### src/hdl/fhd_pkg.sv
package fhd_pkg;

    localparam int HDR_BYTES = 12;
    localparam logic [3:0] HDR_LAST = 4'(HDR_BYTES - 1);
    localparam logic [3:0] MAGIC_END = 4'd4;
    localparam logic [3:0] REV_END = 4'd6;
    localparam logic [3:0] TYPE_END = 4'd8;
    localparam logic [15:0] TYPE_MAX = 16'd9;
    localparam logic [15:0] LOG_REV_MAX = 16'd3;

    // result kinds carried on tuser
    localparam logic [1:0] KIND_HEADER = 2'd0;
    localparam logic [1:0] KIND_PAYLOAD = 2'd1;
    localparam logic [1:0] KIND_ERROR = 2'd2;

    localparam logic [1:0] ERR_COMPAT = 2'd0;
    localparam logic [1:0] ERR_LOG_TYPE = 2'd1;
    localparam logic [1:0] ERR_BAD_HEADER = 2'd2;

    localparam int CFG_INDEX_W = 3;
    localparam logic [CFG_INDEX_W-1:0] REG_MAGIC = 3'd0;
    localparam logic [CFG_INDEX_W-1:0] REG_VERSION = 3'd1;
    localparam logic [CFG_INDEX_W-1:0] REG_MAX_PAYLOAD = 3'd2;
    localparam logic [CFG_INDEX_W-1:0] REG_LOG_MODE = 3'd3;
    localparam logic [CFG_INDEX_W-1:0] REG_BATCH_TYPE = 3'd4;

    typedef struct packed {
        logic [31:0] magic_word;
        logic [15:0] protocol_version;
        logic [31:0] max_payload_bytes;
        logic        log_mode;
        logic [3:0]  batch_type_code;
    } cfg_t;

    typedef struct packed {
        logic [1:0]  result_kind;
        logic [3:0]  frame_type;
        logic [31:0] payload_length;
        logic [7:0]  payload_byte;
        logic        frame_last;
        logic [1:0]  error_code;
    } result_t;

endpackage

### src/hdl/fhd_cfg_regs.sv
module fhd_cfg_regs (
    input  logic                           clk,
    input  logic                           rst_n,
    input  logic                           cfg_we,
    input  logic [fhd_pkg::CFG_INDEX_W-1:0] cfg_index,
    input  logic [31:0]                    cfg_data,
    output fhd_pkg::cfg_t                  cfg
);
    import fhd_pkg::*;

    cfg_t cfg_reg;

    always_ff @(posedge clk or negedge rst_n)
    begin
        if (!rst_n)
        begin
            cfg_reg.magic_word        <= 32'd0;
            cfg_reg.protocol_version  <= 16'd1;
            cfg_reg.max_payload_bytes <= 32'd65536;
            cfg_reg.log_mode          <= 1'b0;
            cfg_reg.batch_type_code   <= 4'd1;
        end
        else if (cfg_we)
        begin
            unique case (cfg_index)
                REG_MAGIC:       cfg_reg.magic_word <= cfg_data;
                REG_VERSION:     cfg_reg.protocol_version <= cfg_data[15:0];
                REG_MAX_PAYLOAD: cfg_reg.max_payload_bytes <= cfg_data;
                REG_LOG_MODE:    cfg_reg.log_mode <= cfg_data[0];
                REG_BATCH_TYPE:  cfg_reg.batch_type_code <= cfg_data[3:0];
                default:         ;
            endcase
        end
    end

    assign cfg = cfg_reg;

endmodule

### src/hdl/fhd_parser.sv
module fhd_parser (
    input  logic             clk,
    input  logic             rst_n,
    input  logic             in_accept,
    input  logic [7:0]       in_byte,
    input  fhd_pkg::cfg_t    cfg,
    output logic             res_valid,
    output fhd_pkg::result_t res
);
    import fhd_pkg::*;

    typedef enum logic [1:0] {
        PH_HEADER,
        PH_PAYLOAD,
        PH_ERROR
    } phase_t;

    phase_t      phase_reg, phase_next;
    logic [3:0]  count_reg, count_next;
    logic [31:0] magic_reg, magic_next;
    logic [15:0] rev_reg, rev_next;
    logic [15:0] type_reg, type_next;
    logic [31:0] length_reg, length_next;
    logic [31:0] left_reg, left_next;

    logic [31:0] length_cur;
    logic        last_byte;
    logic        rev_ok;

    assign length_cur = {length_reg[23:0], in_byte};
    assign last_byte  = (left_reg <= 32'd1);
    assign rev_ok     = (rev_reg == cfg.protocol_version) ||
                        (cfg.log_mode && (rev_reg >= 16'd1) && (rev_reg <= LOG_REV_MAX));

    always_comb
    begin
        phase_next  = phase_reg;
        count_next  = count_reg;
        magic_next  = magic_reg;
        rev_next    = rev_reg;
        type_next   = type_reg;
        length_next = length_reg;
        left_next   = left_reg;
        res_valid   = 1'b0;
        res         = '0;

        if (in_accept)
        begin
            unique case (phase_reg)
                PH_PAYLOAD:
                begin
                    res_valid          = 1'b1;
                    res.result_kind    = KIND_PAYLOAD;
                    res.frame_type     = type_reg[3:0];
                    res.payload_length = length_reg;
                    res.payload_byte   = in_byte;
                    res.frame_last     = last_byte;
                    if (last_byte)
                    begin
                        left_next  = 32'd0;
                        phase_next = PH_HEADER;
                    end
                    else
                    begin
                        left_next = left_reg - 32'd1;
                    end
                end
                PH_HEADER:
                begin
                    priority if (count_reg < MAGIC_END)
                        magic_next = {magic_reg[23:0], in_byte};
                    else if (count_reg < REV_END)
                        rev_next = {rev_reg[7:0], in_byte};
                    else if (count_reg < TYPE_END)
                        type_next = {type_reg[7:0], in_byte};
                    else
                        length_next = length_cur;

                    if (count_reg != HDR_LAST)
                    begin
                        count_next = count_reg + 4'd1;
                    end
                    else
                    begin
                        // last header byte: the length is completed by this byte
                        count_next = 4'd0;
                        res_valid  = 1'b1;
                        priority if ((magic_reg != cfg.magic_word) || !rev_ok)
                        begin
                            res.result_kind = KIND_ERROR;
                            res.error_code  = ERR_COMPAT;
                            phase_next      = PH_ERROR;
                        end
                        else if (cfg.log_mode && (type_reg != {12'd0, cfg.batch_type_code}))
                        begin
                            res.result_kind = KIND_ERROR;
                            res.error_code  = ERR_LOG_TYPE;
                            phase_next      = PH_ERROR;
                        end
                        else if ((type_reg < 16'd1) || (type_reg > TYPE_MAX) ||
                                 (length_cur > cfg.max_payload_bytes))
                        begin
                            res.result_kind = KIND_ERROR;
                            res.error_code  = ERR_BAD_HEADER;
                            phase_next      = PH_ERROR;
                        end
                        else
                        begin
                            res.result_kind    = KIND_HEADER;
                            res.frame_type     = type_reg[3:0];
                            res.payload_length = length_cur;
                            left_next          = length_cur;
                            if (length_cur == 32'd0)
                            begin
                                res.frame_last = 1'b1;
                                phase_next     = PH_HEADER;
                            end
                            else
                            begin
                                phase_next = PH_PAYLOAD;
                            end
                        end
                    end
                end
                default: ;  // error phase swallows every beat
            endcase
        end
    end

    always_ff @(posedge clk or negedge rst_n)
    begin
        if (!rst_n)
        begin
            phase_reg  <= PH_HEADER;
            count_reg  <= 4'd0;
            magic_reg  <= 32'd0;
            rev_reg    <= 16'd0;
            type_reg   <= 16'd0;
            length_reg <= 32'd0;
            left_reg   <= 32'd0;
        end
        else
        begin
            phase_reg  <= phase_next;
            count_reg  <= count_next;
            magic_reg  <= magic_next;
            rev_reg    <= rev_next;
            type_reg   <= type_next;
            length_reg <= length_next;
            left_reg   <= left_next;
        end
    end

`ifndef ASSERT_OFF
    a_count_range: assert property (@(posedge clk) disable iff (!rst_n)
        count_reg <= HDR_LAST)
        else $error("header byte count out of range");

    a_error_sticky: assert property (@(posedge clk) disable iff (!rst_n)
        phase_reg == PH_ERROR |=> phase_reg == PH_ERROR)
        else $error("error phase left before reset");

    a_payload_left: assert property (@(posedge clk) disable iff (!rst_n)
        phase_reg == PH_PAYLOAD |-> left_reg != 32'd0)
        else $error("payload phase with no bytes left");

    a_payload_result: assert property (@(posedge clk) disable iff (!rst_n)
        in_accept && phase_reg == PH_PAYLOAD |-> res_valid && res.result_kind == KIND_PAYLOAD)
        else $error("payload beat gave no payload result");
`endif

endmodule

### src/hdl/fhd_out_stage.sv
module fhd_out_stage (
    input  logic             clk,
    input  logic             rst_n,
    input  logic             in_valid,
    input  fhd_pkg::result_t in_res,
    output logic             in_ready,
    output logic             m_tvalid,
    input  logic             m_tready,
    output logic [47:0]      m_tdata,
    output logic [1:0]       m_tuser,
    output logic             m_tlast
);
    import fhd_pkg::*;

    logic    valid_reg;
    result_t res_reg;

    assign in_ready = !valid_reg || m_tready;

    always_ff @(posedge clk or negedge rst_n)
    begin
        if (!rst_n)
            valid_reg <= 1'b0;
        else if (in_ready)
            valid_reg <= in_valid;
    end

    always_ff @(posedge clk)
    begin
        if (in_ready && in_valid)
            res_reg <= in_res;
    end

    assign m_tvalid = valid_reg;
    assign m_tuser  = res_reg.result_kind;
    assign m_tlast  = res_reg.frame_last;
    assign m_tdata  = {2'b00, res_reg.error_code, res_reg.payload_byte,
                       res_reg.payload_length, res_reg.frame_type};

`ifndef ASSERT_OFF
    a_stall_only_when_full: assert property (@(posedge clk) disable iff (!rst_n)
        !in_ready |-> m_tvalid)
        else $error("input stalled with empty output register");
`endif

endmodule

### src/hdl/frame_header_deframer_core.sv
// channel   dir  beat fields
// s_axis    in   tdata[7:0] stream_byte
// m_axis    out  tdata: frame_type, payload_length, payload_byte, error_code;
//                tuser: result_kind; tlast: frame_last
// cfg       in   cfg_we / cfg_index / cfg_data, one register write per cycle
//
// one byte accepted per cycle unless stalled; its result is registered for output
// the header check runs in the cycle of the twelfth header byte
// rst_n clears the parser to header collection and the registers to their defaults
// s_tready drops only while a result waits in the output register and m_tready is low
// after an error every byte is taken and dropped until reset
module frame_header_deframer_core (
    input  logic                           clk,
    input  logic                           rst_n,
    input  logic                           s_tvalid,
    output logic                           s_tready,
    input  logic [7:0]                     s_tdata,   // [7:0] stream_byte
    output logic                           m_tvalid,
    input  logic                           m_tready,
    // [3:0] frame_type, [35:4] payload_length, [43:36] payload_byte,
    // [45:44] error_code, [47:46] zero
    output logic [47:0]                    m_tdata,
    output logic [1:0]                     m_tuser,   // [1:0] result_kind
    output logic                           m_tlast,
    input  logic                           cfg_we,
    input  logic [fhd_pkg::CFG_INDEX_W-1:0] cfg_index,
    input  logic [31:0]                    cfg_data
);
    import fhd_pkg::*;

    cfg_t    cfg;
    result_t res;
    logic    res_valid;
    logic    in_accept;

    assign in_accept = s_tvalid && s_tready;

    fhd_cfg_regs u_cfg (
        .clk       (clk),
        .rst_n     (rst_n),
        .cfg_we    (cfg_we),
        .cfg_index (cfg_index),
        .cfg_data  (cfg_data),
        .cfg       (cfg)
    );

    fhd_parser u_parser (
        .clk       (clk),
        .rst_n     (rst_n),
        .in_accept (in_accept),
        .in_byte   (s_tdata),
        .cfg       (cfg),
        .res_valid (res_valid),
        .res       (res)
    );

    fhd_out_stage u_out (
        .clk      (clk),
        .rst_n    (rst_n),
        .in_valid (res_valid),
        .in_res   (res),
        .in_ready (s_tready),
        .m_tvalid (m_tvalid),
        .m_tready (m_tready),
        .m_tdata  (m_tdata),
        .m_tuser  (m_tuser),
        .m_tlast  (m_tlast)
    );

endmodule

### config.mk
export PLATFORM = sky130hd
export DESIGN_NAME = frame_header_deframer_core
export DESIGN_NICKNAME = d
export VERILOG_FILES = /design/src/hdl/fhd_pkg.sv /design/src/hdl/fhd_cfg_regs.sv /design/src/hdl/fhd_parser.sv /design/src/hdl/fhd_out_stage.sv /design/src/hdl/frame_header_deframer_core.sv
export SDC_FILE = /design/constraint.sdc
export NUM_CORES = 1
export LEC_CHECK = 0
export BUFFER_PORTS_ARGS = -buffer_cell sky130_fd_sc_hd__buf_2
export CAP_MARGIN = 20
export CORE_AREA = 2 2 146 148
export CTS_CLUSTER_SIZE = 16
export DETAILED_ROUTE_END_ITERATION = 10
export DIE_AREA = 0 0 148 150
export HOLD_SLACK_MARGIN = 0.02
export PLACE_DENSITY = 0.84
export SYNTH_ARGS = -nofsm -noshare
export SYNTH_HDL_FRONTEND = slang
export SYNTH_HIERARCHICAL = 1
export SYNTH_SLANG_ARGS = --single-unit
### constraint.sdc
create_clock -name clk -period 4.7 [get_ports clk]
set_clock_uncertainty 0.2 [all_clocks]
set_input_delay 0.47 -clock clk [delete_from_list [all_inputs] [get_ports clk]]
set_output_delay 0.47 -clock clk [all_outputs]
set_load 0.05 [all_outputs]
==> results.cfg <==
[synthesis]
synth-adder-area-share_pct = 3.34
syn_inst = 1065
synth_cell_types = 74
synth_mux_area_share_pct = 15.3
syn-cell-area_sq_um = 13100
synth_area_per_cell_sq_um = 12.3
synth-simple-area-share_pct = 10.2
synth.area.top_cells = dfrtp_1 41%, mux2_2 12%, edfxtp_1 11%
synth_enable_flop_cells = 49
seq_area_frac_synth_pct = 53.2
synth.largest_area_cell = dfrtp_1
synth_compound_area_share_pct = 10.0
yosys.area_share.xor_xnor_pct = 3.47
synth_top_family_by_area = multiplexers
ys_warn_count = 6
ys_ff_latch = 269
synth_top_area_share_pct = 41.4
synthFlopType = dfrtp_1
synthArstFlopShare_pct = 81.8

[clock_network]
ctsHoldBuffers = 27
postCtsSetupRepairBufs = 0
cts-resized-gates = 0
path_clk_slew_ns = 0.06
cts_sinks = 269
clockBufferDepth = 3
cts_buffers = 27
htree_num_levels = 1
clk_latency_ns = 0.55
cts_tree = yes
clockRootBuffer = clkbuf_16

[placement]
place_congestion = 0.917
port_buffers = 98
place_inst = 1398
hpwlAfterDp_mm = 20.9

[layout]
drive_above_1_share_pct = 28.1
diodes = 0
final_cells = 1476
finalNetCount = 1263
largest_reg_flops = 85
syn_to_final_growth_pct = 14.3

[detailed_routing]
drc = 0
drt-wirelength-per-cell_um = 23.0
via_per_inst = 6.44
initialDrtViolationCount = 980
drt_first_pass_iters = 6
wirelength_mm = 34.0
antenna_left = 0
vias = 9508

[worst_setup_path]
end_kind = register
crit_cells = 7
critPathArrivalTime_ns = 3.69
r2r_start = u_parser/left_reg[6]
cp_data_required_time_ns = 4.90
critPathBufInv = 0
start_kind = register
cp_slowest_stage_delay_ns = 0.92
cp-startpoint = u_parser/left_reg[6]
r2r.worst_path.cells = 7
ff2ff_setup_slack_ns = 1.20
critPathSlowestCell = o31ai_4
endpoint = u_parser/left_reg[24]
crit_type = reg2reg
path_cells = or3_4, nor4_4, o2111ai_2, o31ai_4, a21oi_1, nor3_1, o22ai_1
r2r-end = u_parser/left_reg[24]
critPathMaxFanout = 26
path_delay_family = compound AO/OA/AOI/OAI gates

[floorplanning]
fp.dieH_um = 150
rows = 53
die_w_um = 148
core_sq_um = 20700
ios = 101
initial_core_util_pct = 63.5
die_area_sq_um = 22200

[grt]
overflow = 0
grt_pass1_vias = 9715
antenna_found_initial = 0
grt_usage_pct = 30.8
grt_max_degree = 123
grt_pass1_wl_mm = 53.1

[timing]
setup_violations = 0
tns_ns = 0
hold_viol_final = 0
worst_slew_pin_slew_ns = 1.08
slew_headroom_pct = 27.9
period_share_pct = 74.4
fmax_mhz = 286
slew_viol_final = 0
finalCriticalPeriod_ns = 3.50
rsz0062_at_grt = no

[outcome]
status = finished, final reports clean

[power_and_ir_drop]
cellLeakagePower_nw = 6.52
ir_drop_mv = 0.382
p_per_area_nw_per_um2 = 545

[hold_path]
hold_start = cfg_data[3]
min_path_type = in2reg

[job]
maxCapViolations = 0
cells by family after synthesis:
group,Yosys count
buf+inv,121
fa+ha+maj,35
xor+xnor,52
other cells,1
flops,269
compound gates,176
mux,179
simple gates,232
cell type report:
class	count	area (sq um)
Clock buffer	42	792
Inverter	67	251
Timing Repair Buffer	139	920
Multi-Input combinational cell	676	5610
Fill cell	1357	5680
Tap cell	275	344
Sequential cell	269	6980
Clock inverter	8	106
cell usage after synthesis (all sizes together) (2+ instances only):
| cell type | number |
|---|---|
| a31oi | 2 |
| a22o | 33 |
| a22oi | 5 |
| a2111oi | 2 |
| a21oi | 44 |
| clkbuf | 26 |
| nand3 | 16 |
| a21o | 5 |
| nor2 | 36 |
| or2 | 3 |
| a32oi | 2 |
| edfxtp | 49 |
| and3 | 10 |
| inv | 66 |
| xnor2 | 4 |
| nor4b | 4 |
| o221ai | 24 |
| nor3 | 31 |
| nor4bb | 2 |
| a211oi | 2 |
| o31ai | 4 |
| o22ai | 5 |
| buf | 28 |
| o2111ai | 2 |
| dfstp | 3 |
| mux2 | 177 |
| nand4 | 16 |
| or4 | 3 |
| nand2b | 2 |
| and2 | 4 |
| o21ai | 36 |
| a2bb2oi | 2 |
| nor2b | 5 |
| dfrtp | 217 |
| mux2i | 2 |
| or3 | 7 |
| a221o | 2 |
| nor4 | 48 |
| nand2 | 41 |
| ha | 35 |
| xor2 | 48 |
routing by layer:
metal  track usage (%)  vias up  part of all wire, %
li1                  -     4163                    -
met1              40.0     4732                   39
met2              51.5      490                   49
met3              4.97      123                  7.5
met4              14.2        0                  4.7
met5                 0        -                    0
placed cells by master (no fill, tap or decap), types with 4 or more instances in the layout:
| cell type | count |
|---|---|
| xor2_1 | 48 |
| nor4_1 | 47 |
| inv_1 | 66 |
| xnor2_1 | 4 |
| buf_2 | 97 |
| ha_1 | 35 |
| dfrtp_1 | 217 |
| dlygate4sd3_1 | 27 |
| nand4_1 | 15 |
| nand2_1 | 41 |
| nor2_1 | 34 |
| clkinv_2 | 4 |
| o221ai_1 | 11 |
| a21o_1 | 5 |
| or3_1 | 6 |
| clkbuf_8 | 7 |
| buf_4 | 11 |
| nor3_1 | 28 |
| nor2b_1 | 5 |
| and3_1 | 10 |
| a21oi_1 | 44 |
| a22oi_1 | 5 |
| edfxtp_1 | 49 |
| clkbuf_16 | 27 |
| o22ai_1 | 5 |
| clkbuf_1 | 9 |
| o221ai_2 | 13 |
| o21ai_0 | 31 |
| mux2_2 | 145 |
| a22o_1 | 33 |
| mux2_1 | 32 |
| o21ai_1 | 5 |
| nand3_1 | 16 |
worst min-delay path by stage:
stage | endpoint | slack (ns) | cells after the start
floorplan | u_cfg/cfg[10] | -0.03 | 0
global route | u_cfg/cfg[9] | 0.03 | 2
finish | u_cfg/cfg[8] | 0.03 | 2
detailed placement | u_cfg/cfg[10] | 0.28 | 1
global placement | u_cfg/cfg[30] | 0.27 | 1
CTS | u_cfg/cfg[8] | 0.02 | 2
power by group:
group          internal, mW  total (mW)  switching (mW)
Clock                  1.27        2.18           0.904
Sequential             3.00        3.78           0.778
Combinational          1.03        2.22            1.19
per-stage QoR:
| step | worst slack, ns | hold WS, ns | util (%) | instance area, sq um | total power, mW |
|---|---|---|---|---|---|
| floorplan | 1.73 | -0.0256 | - | 13100 | 5.14 |
| global placement | 1.33 | 0.268 | 66.7 | 13800 | 5.74 |
| detailed placement | 1.27 | 0.277 | 66.7 | 13800 | 5.87 |
| CTS | 1.31 | 0.0214 | 72.4 | 15000 | 8.10 |
| global route | 1.04 | 0.0335 | 72.5 | 15000 | 8.53 |
| finish | 1.20 | 0.0332 | 72.5 | 15000 | 8.18 |
(Power assumes the default switching activity.)
